### src/rtl/setx_pkg.sv
// Shared types, register indexes and decode constants for the sprite tile expander.
// No dependencies; imported by sprite_entry_tile_expander.
package setx_pkg;

   // sequencer states, one-hot
   typedef enum logic [1:0] {
      ST_IDLE = 2'b01,
      ST_EMIT = 2'b10
   } state_type;

   // configuration register indexes
   localparam logic [2:0] CSR_EXT_PRIORITY = 3'd0;
   localparam logic [2:0] CSR_EXT_BANKING  = 3'd1;
   localparam logic [2:0] CSR_WIDE_SCREEN  = 3'd2;
   localparam logic [2:0] CSR_X_OFFSET     = 3'd3;
   localparam logic [2:0] CSR_Y_OFFSET     = 3'd4;

   localparam int unsigned COORD_W = 13;
   localparam int unsigned CSR_DATA_W = 10;

   // layer priority masks
   localparam logic [15:0] PRI_MASK_LOW   = 16'hff00;
   localparam logic [15:0] PRI_MASK_MID   = 16'hffe0;
   localparam logic [15:0] PRI_MASK_HIGH  = 16'hfffc;
   localparam logic [15:0] PRI_MASK_TOP   = 16'hfffe;
   localparam logic [15:0] PRI_MASK_NONE  = 16'h0000;

   localparam logic [6:0] PALETTE_BASE = 7'h40;

   // decode the priority code into a layer mask
   function automatic logic [15:0] decode_priority(input logic ext_mode,
                                                    input logic bank_bit,
                                                    input logic [1:0] pri_code);
      logic [2:0] code;
      logic [15:0] mask;
      code = {bank_bit, pri_code};
      mask = PRI_MASK_NONE;
      if (ext_mode) begin
         unique case (code)
            3'd0, 3'd1: mask = PRI_MASK_LOW;
            3'd2, 3'd3: mask = PRI_MASK_HIGH;
            3'd4:       mask = PRI_MASK_MID;
            default:    mask = PRI_MASK_NONE;
         endcase
      end else begin
         mask = (pri_code == 2'd3) ? PRI_MASK_TOP : PRI_MASK_HIGH;
      end
      return mask;
   endfunction

endpackage

### src/rtl/sprite_entry_tile_expander.sv
// Sprite entry tile expander: one sprite list entry in, a grid of tile draw commands out.
// Depends on setx_pkg for states, register indexes and the priority decode.
//
// Usage:
//   req_*  : one four-word sprite entry per beat (attr, tile, x, y words).
//   rsp_*  : one tile draw command per beat, rsp_last marks the final tile
//            of the entry. Commands go column by column, rows inside.
//   csr_*  : register writes, index plus 10-bit data, always accepted.
//            Write only while the block is idle.
// Timing:
//   An enabled entry is loaded into the working registers, then the
//   output registers give one command per cycle while rsp_ready is high. A
//   disabled entry is accepted and produces nothing. A single position
//   stepper walks the grid by +/- TILE_SIZE per command, so the sequencer
//   handles one entry at a time and req_ready is low while it emits.
//   First command is visible the cycle after the entry beat.
// Reset:
//   Sequencer returns to idle, extended_priority = 0, extended_banking = 1,
//   wide_screen = 1, both offsets = 0.
// Backpressure:
//   With rsp_ready low the current command holds and the stepper waits.
module sprite_entry_tile_expander #(
   parameter int unsigned TILE_SIZE = 16
) (
   input  logic                          clock,
   input  logic                          reset,
   // entry channel
   input  logic                          req_valid,
   output logic                          req_ready,
   input  logic [15:0]                   req_attr_word,
   input  logic [15:0]                   req_tile_word,
   input  logic [15:0]                   req_x_word,
   input  logic [15:0]                   req_y_word,
   // tile command channel
   output logic                          rsp_valid,
   input  logic                          rsp_ready,
   output logic [15:0]                   rsp_tile_code,
   output logic [6:0]                    rsp_palette_index,
   output logic                          rsp_flip_x,
   output logic                          rsp_flip_y,
   output logic signed [setx_pkg::COORD_W-1:0] rsp_draw_x,
   output logic signed [setx_pkg::COORD_W-1:0] rsp_draw_y,
   output logic [15:0]                   rsp_priority_mask,
   output logic                          rsp_last,
   // register write channel
   input  logic                          csr_valid,
   output logic                          csr_ready,
   input  logic [2:0]                    csr_index,
   input  logic [setx_pkg::CSR_DATA_W-1:0] csr_data
);
   import setx_pkg::*;

   localparam logic signed [COORD_W-1:0] STEP = COORD_W'(TILE_SIZE);

   // configuration registers
   logic                         ext_pri_ff;
   logic                         ext_bank_ff;
   logic                         wide_ff;
   logic signed [CSR_DATA_W-1:0] x_off_ff;
   logic signed [CSR_DATA_W-1:0] y_off_ff;

   // sequencer and working registers
   state_type                  state_ff, state_in;
   logic [2:0]                 col_ff, col_in;
   logic [2:0]                 row_ff, row_in;
   logic [2:0]                 width_m1_ff, width_m1_in;
   logic [2:0]                 height_m1_ff, height_m1_in;
   logic [15:0]                code_ff, code_in;
   logic [6:0]                 palette_ff, palette_in;
   logic                       flip_x_ff, flip_x_in;
   logic                       flip_y_ff, flip_y_in;
   logic [15:0]                pmask_ff, pmask_in;
   logic signed [COORD_W-1:0]  pos_x_ff, pos_x_in;
   logic signed [COORD_W-1:0]  pos_y_ff, pos_y_in;
   logic signed [COORD_W-1:0]  y_start_ff, y_start_in;

   // entry decode
   logic                       req_beat;
   logic                       rsp_beat;
   logic                       cell_last_row;
   logic                       cell_last;
   logic signed [COORD_W-1:0]  x_ext, y_ext, x_off_ext, y_off_ext;
   logic signed [COORD_W-1:0]  span_x, span_y;
   logic signed [COORD_W-1:0]  y_first;
   logic [15:0]                base_code;

   assign req_beat = req_valid && req_ready;
   assign rsp_beat = rsp_valid && rsp_ready;
   assign cell_last_row = (row_ff == height_m1_ff);
   assign cell_last = cell_last_row && (col_ff == width_m1_ff);

   // sign-extend coordinates and offsets, form the spans, first row and base tile code
   always_comb begin
      if (wide_ff) begin
         x_ext = COORD_W'(signed'(req_x_word[11:0]));
         y_ext = COORD_W'(signed'(req_y_word[11:0]));
      end else begin
         x_ext = COORD_W'(signed'(req_x_word[8:0]));
         y_ext = COORD_W'(signed'(req_y_word[8:0]));
      end
      x_off_ext = COORD_W'(x_off_ff);
      y_off_ext = COORD_W'(y_off_ff);
      span_x = COORD_W'({10'd0, req_attr_word[12:10]} * COORD_W'(TILE_SIZE));
      span_y = COORD_W'({10'd0, req_attr_word[9:7]} * COORD_W'(TILE_SIZE));
      y_first = y_ext + y_off_ext + (req_attr_word[13] ? span_y : '0);
      base_code = {2'b00, req_tile_word[13:0]};
      if (ext_bank_ff) begin
         base_code[14] = req_attr_word[6];
         base_code[15] = req_y_word[15];
      end
   end

   // sequencer: load an entry, then step through the grid
   always_comb begin
      state_in     = state_ff;
      col_in       = col_ff;
      row_in       = row_ff;
      width_m1_in  = width_m1_ff;
      height_m1_in = height_m1_ff;
      code_in      = code_ff;
      palette_in   = palette_ff;
      flip_x_in    = flip_x_ff;
      flip_y_in    = flip_y_ff;
      pmask_in     = pmask_ff;
      pos_x_in     = pos_x_ff;
      pos_y_in     = pos_y_ff;
      y_start_in   = y_start_ff;
      unique case (state_ff)
         ST_IDLE: begin
            if (req_beat && req_attr_word[15]) begin
               state_in     = ST_EMIT;
               col_in       = '0;
               row_in       = '0;
               width_m1_in  = req_attr_word[12:10];
               height_m1_in = req_attr_word[9:7];
               code_in      = base_code;
               palette_in   = PALETTE_BASE + {1'b0, req_attr_word[5:0]};
               flip_x_in    = req_attr_word[14];
               flip_y_in    = req_attr_word[13];
               pmask_in     = decode_priority(ext_pri_ff, req_attr_word[6],
                                              req_tile_word[15:14]);
               pos_x_in     = x_ext + x_off_ext + (req_attr_word[14] ? span_x : '0);
               pos_y_in     = y_first;
               y_start_in   = y_first;
            end
         end
         ST_EMIT: begin
            if (rsp_beat) begin
               code_in = code_ff + 16'd1;
               if (cell_last) begin
                  state_in = ST_IDLE;
               end else if (cell_last_row) begin
                  // advance to next column, rewind rows
                  col_in   = col_ff + 3'd1;
                  row_in   = '0;
                  pos_y_in = y_start_ff;
                  pos_x_in = flip_x_ff ? (pos_x_ff - STEP) : (pos_x_ff + STEP);
               end else begin
                  row_in   = row_ff + 3'd1;
                  pos_y_in = flip_y_ff ? (pos_y_ff - STEP) : (pos_y_ff + STEP);
               end
            end
         end
         default: state_in = ST_IDLE;
      endcase
   end

   // control registers
   always_ff @(posedge clock) begin
      if (reset) begin
         state_ff <= ST_IDLE;
      end else begin
         state_ff <= state_in;
      end
   end

   // payload registers
   always_ff @(posedge clock) begin
      col_ff       <= col_in;
      row_ff       <= row_in;
      width_m1_ff  <= width_m1_in;
      height_m1_ff <= height_m1_in;
      code_ff      <= code_in;
      palette_ff   <= palette_in;
      flip_x_ff    <= flip_x_in;
      flip_y_ff    <= flip_y_in;
      pmask_ff     <= pmask_in;
      pos_x_ff     <= pos_x_in;
      pos_y_ff     <= pos_y_in;
      y_start_ff   <= y_start_in;
   end

   // register writes; unknown indexes drop
   always_ff @(posedge clock) begin
      if (reset) begin
         ext_pri_ff  <= 1'b0;
         ext_bank_ff <= 1'b1;
         wide_ff     <= 1'b1;
         x_off_ff    <= '0;
         y_off_ff    <= '0;
      end else if (csr_valid && csr_ready) begin
         unique case (csr_index)
            CSR_EXT_PRIORITY: ext_pri_ff  <= csr_data[0];
            CSR_EXT_BANKING:  ext_bank_ff <= csr_data[0];
            CSR_WIDE_SCREEN:  wide_ff     <= csr_data[0];
            CSR_X_OFFSET:     x_off_ff    <= signed'(csr_data);
            CSR_Y_OFFSET:     y_off_ff    <= signed'(csr_data);
            default: ;
         endcase
      end
   end

   // drive ports from registers
   assign csr_ready         = 1'b1;
   assign req_ready         = (state_ff == ST_IDLE);
   assign rsp_valid         = (state_ff == ST_EMIT);
   assign rsp_tile_code     = code_ff;
   assign rsp_palette_index = palette_ff;
   assign rsp_flip_x        = flip_x_ff;
   assign rsp_flip_y        = flip_y_ff;
   assign rsp_draw_x        = pos_x_ff;
   assign rsp_draw_y        = pos_y_ff;
   assign rsp_priority_mask = pmask_ff;
   assign rsp_last          = cell_last;

   // checks
   a_no_overlap: assert property (@(posedge clock) disable iff (reset)
      !(rsp_valid && req_ready))
      else $error("entry accepted while commands pending");

   a_last_to_idle: assert property (@(posedge clock) disable iff (reset)
      (rsp_beat && rsp_last) |=> req_ready)
      else $error("sequencer did not return to idle after last tile");

   a_code_step: assert property (@(posedge clock) disable iff (reset)
      (rsp_beat && !rsp_last) |=> (rsp_valid && rsp_tile_code == $past(rsp_tile_code) + 16'd1))
      else $error("tile code did not advance by one");

   a_grid_bounds: assert property (@(posedge clock) disable iff (reset)
      rsp_valid |-> (row_ff <= height_m1_ff && col_ff <= width_m1_ff))
      else $error("grid counters out of range");

   a_disabled_drop: assert property (@(posedge clock) disable iff (reset)
      (req_beat && !req_attr_word[15]) |=> req_ready)
      else $error("disabled entry started emitting");

endmodule

### config.mk
export PLATFORM = sky130hd
export DESIGN_NAME = sprite_entry_tile_expander
export DESIGN_NICKNAME = d
export VERILOG_FILES = /design/src/rtl/setx_pkg.sv /design/src/rtl/sprite_entry_tile_expander.sv
export SDC_FILE = /design/constraint.sdc
export NUM_CORES = 1
export LEC_CHECK = 0
export BUFFER_PORTS_ARGS = -buffer_cell sky130_fd_sc_hd__buf_2
export CORE_MARGIN = 2
export CORE_UTILIZATION = 59
export CTS_CLUSTER_DIAMETER = 30
export DETAILED_ROUTE_END_ITERATION = 10
export PLACE_DENSITY = 0.93
export SLEW_MARGIN = 20
export SYNTH_ARGS = -nofsm -noshare
export SYNTH_HDL_FRONTEND = slang
export SYNTH_SLANG_ARGS = --single-unit
### constraint.sdc
create_clock -name clock -period 4.2 [get_ports clock]
set_input_delay 0.84 -clock clock [delete_from_list [all_inputs] [get_ports clock]]
set_output_delay 0.84 -clock clock [all_outputs]
set_load 0.02 [all_outputs]
==> impl_metrics.ini <==
[run_status]
outcome = finished clean

[place]
place_inst = 886
place_ws_ns = 0.718
dp_hpwl_mm = 11.6
routabilityCongestion = 0.904
numPortBuffers = 142

[worst_setup_path]
worst-path-buf-inv = 1
crit_arrival_ns = 3.24
cpPeakStageDelay_ns = 0.44
cp-startpoint = req_attr_word[13]
path_delay_family = compound AO/OA/AOI/OAI gates
reg2reg_to = rsp_draw_x[9]
r2r-start = state_ff[0]
crit_fanout = 5
required_ns = 4.32
crit_path_cell_trace = buf_2 -> and2_1 -> fa_1 -> ha_1 -> a2111o_1 -> o22a_1 -> a221o_1 -> mux2i_1 -> o211ai_1
r2r_slack_ns = 1.29
crit_type = in2reg
r2r_cells = 4
start_kind = input pin
end_kind = flop
cp_slowest_cell = fa_1

[timing]
period_share_pct = 74.4
clock_skew_ns = 0.0139
fin_setup_tns_ns = 0
finalMaxSlewViolations = 0
setup_viol = 0
fmax_mhz = 320
setup_ws_ns = 1.07
rsz0062_at_grt = false
hold_viol = 0
tightestPinTransition_ns = 0.976
period_needed_ns = 3.13
slew_headroom_pct = 34.9

[grt]
grt_max_degree = 44
grt_overflow = 0
grt_pass1_vias = 5182
grt_pass1_wl_mm = 24.3
antenna_found_initial = 0
track_usage_pct = 26.9

[clocking]
ctsRootBufferMaster = clkbuf_8
postCtsSetupRepairBufs = 0
hold_buffers = 0
cts_resized = 0
insertion_delay_ns = 0.38
clkTransAtPathRegs_ns = 0.10
cts_buffers = 9
cts_tree = yes
cts.path.max_buffers = 2
htree_num_levels = 3
cts.sinks = 104

[synthesis]
synth_top_family_by_area = simple AND/OR/NAND/NOR gates
post-synth-top-area-cell = edfxtp_1
postSynthCellCount = 636
synth.area.top_cells = edfxtp_1, ha_1, dfxtp_1
synth-xor-area-share_pct = 6.62
yosys_warnings = 0
yosysTopAreaCellShare_pct = 37.3
ys_ff_latch = 104
synth_edf_count = 79
synth-compound-area-share_pct = 14.0
syn_area_per_cell_um2 = 9.99
muxShareOfSynthArea_pct = 0.788
syn_area_um2 = 6350
synthAdderAreaFrac_pct = 14.4
synth_flop_cell = edfxtp_1
seq_area_frac_synth_pct = 45.2
synthArstFlopShare_pct = 0
synth_cell_types = 48
synth-simple-area-share_pct = 14.7

[min_path]
hold-path-cell-count = 2
min_to = x_off_ff[4]
hold_path.class = reg2reg
hp-start = x_off_ff[4]

[cells_and_area]
syn2layout_area_growth_pct = 14.7
n_antenna_cell = 0
final_nets = 910
utilization_pct = 70.3
fin_cells = 902
final_layout_size_suffix_gt1_share_pct = 21.5

[power_and_ir_drop]
irDropWorstVdd_uv = 207
powerDensity_nw_per_um2 = 318
leakage_nw = 3.18
finalPower_mw = 2.31

[route]
routedWlPerCell_um = 16.8
wirelength_mm = 15.1
drt-initial-drc-count = 524
vias_per_cell = 5.77
ant_nets = 0
drc = 0
firstDrtPassIters = 5
vias = 5202

[floorplan]
dieArea_um2 = 11600
die_w_um = 108
core-area_um2 = 10400
fp.dieH_um = 108
start_util_pct = 61.3
pin_count = 153
num_rows = 37

[run]
cap_violations = 0
## worst max-delay path by stage
stage                     endpoint  cells after the start
floorplan           rsp_draw_y[12]                      9
global placement    rsp_draw_y[12]                      9
detailed placement  rsp_draw_y[12]                      9
CTS                 rsp_draw_y[12]                      9
global route        rsp_draw_y[12]                      9
finish              rsp_draw_y[12]                      9
## cells by family (layout without fill, tap and decap cells)
family                   count (synthesis)  in the layout
AO/OA/AOI/OAI                          145            145
buffers and inverters                   57            186
other                                    2              3
adder cells (fa/ha/maj)                 67             67
flip-flops                             104            104
AND/OR/NAND/NOR                        208            208
XOR/XNOR                                48             48
multiplexers                             5              5
## cells in the mapped netlist, drive strengths merged (2+ instances only)
cell and number:
o21bai 3, or2 2, a21boi 3, o21ai 38
o22ai 2, nand2 96, buf 16, a211oi 5
nor2 42, o22a 2, nand3 16, nand4 2
and3 7, a31o 2, a21o 10, and2 10
and4 2, fa 10, a21oi 52, a31oi 4
dfxtp 25, ha 57, o211ai 6, nor3b 4
conb 2, mux2i 5, nor2b 6, a311oi 2
nand2b 9, edfxtp 79, o21a 8, clkbuf 16
xnor2 29, nor3 9, inv 25, xor2 19
## report_power, final
group | internal, mW | leakage (nW) | switching [mW] | total (mW)
Clock | 0.295 | 0.0985 | 0.349 | 0.643
Combinational | 0.189 | 2.15 | 0.278 | 0.467
Sequential | 1.17 | 0.937 | 0.0323 | 1.20
## cell usage in the layout (no fill, tap or decap), types with 3 or more instances in the layout
master and n:
nand2b_1 8, and3_1 7, edfxtp_1 79, nand2_1 96
buf_4 3, and2_1 10, conb_1 3, clkbuf_1 3
o21a_1 8, clkbuf_8 10, buf_2 142, nor3b_1 4
o211ai_1 6, nor2_1 42, nor2b_1 6, a21boi_0 3
o21bai_1 3, dfxtp_1 25, nand3_1 16, xor2_1 19
a31oi_1 4, a21o_1 10, nor3_1 8, o21ai_0 38
inv_1 25, mux2i_1 5, xnor2_1 29, a211oi_1 5
fa_1 10, ha_1 57, a21oi_1 52
## worst register-to-register path, stage by stage, from the launching register on
cell and delay (ns):
dfxtp_1 0.33, nand2b_2 0.40, buf_4 0.48, o22a_1 0.61, and2_1 0.74
## final cells by class
type	count	area (µm²)
Multi-Input combinational cell	476	3230
Inverter	25	93.8
Clock inverter	3	42.5
Fill cell	767	3080
Timing Repair Buffer	145	733
Clock buffer	13	149
Tap cell	136	170
Sequential cell	104	2870
## through the flow
stage                     hold slack (ns)  instance area (µm²)
final                               0.468                 7290
after global routing                0.494                 7290
after CTS                           0.470                 7290
after detailed placement            0.457                 7100
after global placement              0.449                 7100
after floorplan                     0.436                 6360
## registers in the layout, indices dropped and copies added, names as in the netlist, 3 cells and up
| signal | count |
|---|---|
| row_ff | 3 |
| x_off_ff | 10 |
| height_m1_ff | 3 |
| rsp_draw_x | 13 |
| rsp_tile_code | 16 |
| col_ff | 3 |
| rsp_draw_y | 13 |
| y_off_ff | 10 |
| rsp_palette_index | 6 |
| width_m1_ff | 3 |
| y_start_ff | 13 |
| rsp_priority_mask | 4 |
## per-layer routing
metal	vias up	GRT usage, %	share of wire [%]
met3	38	4.60	7.7
met5	-	0	0
met1	2407	34.0	41
met2	259	45.7	48
met4	0	11.1	2.8
li1	2498	-	-
(Power assumes the default switching activity.)
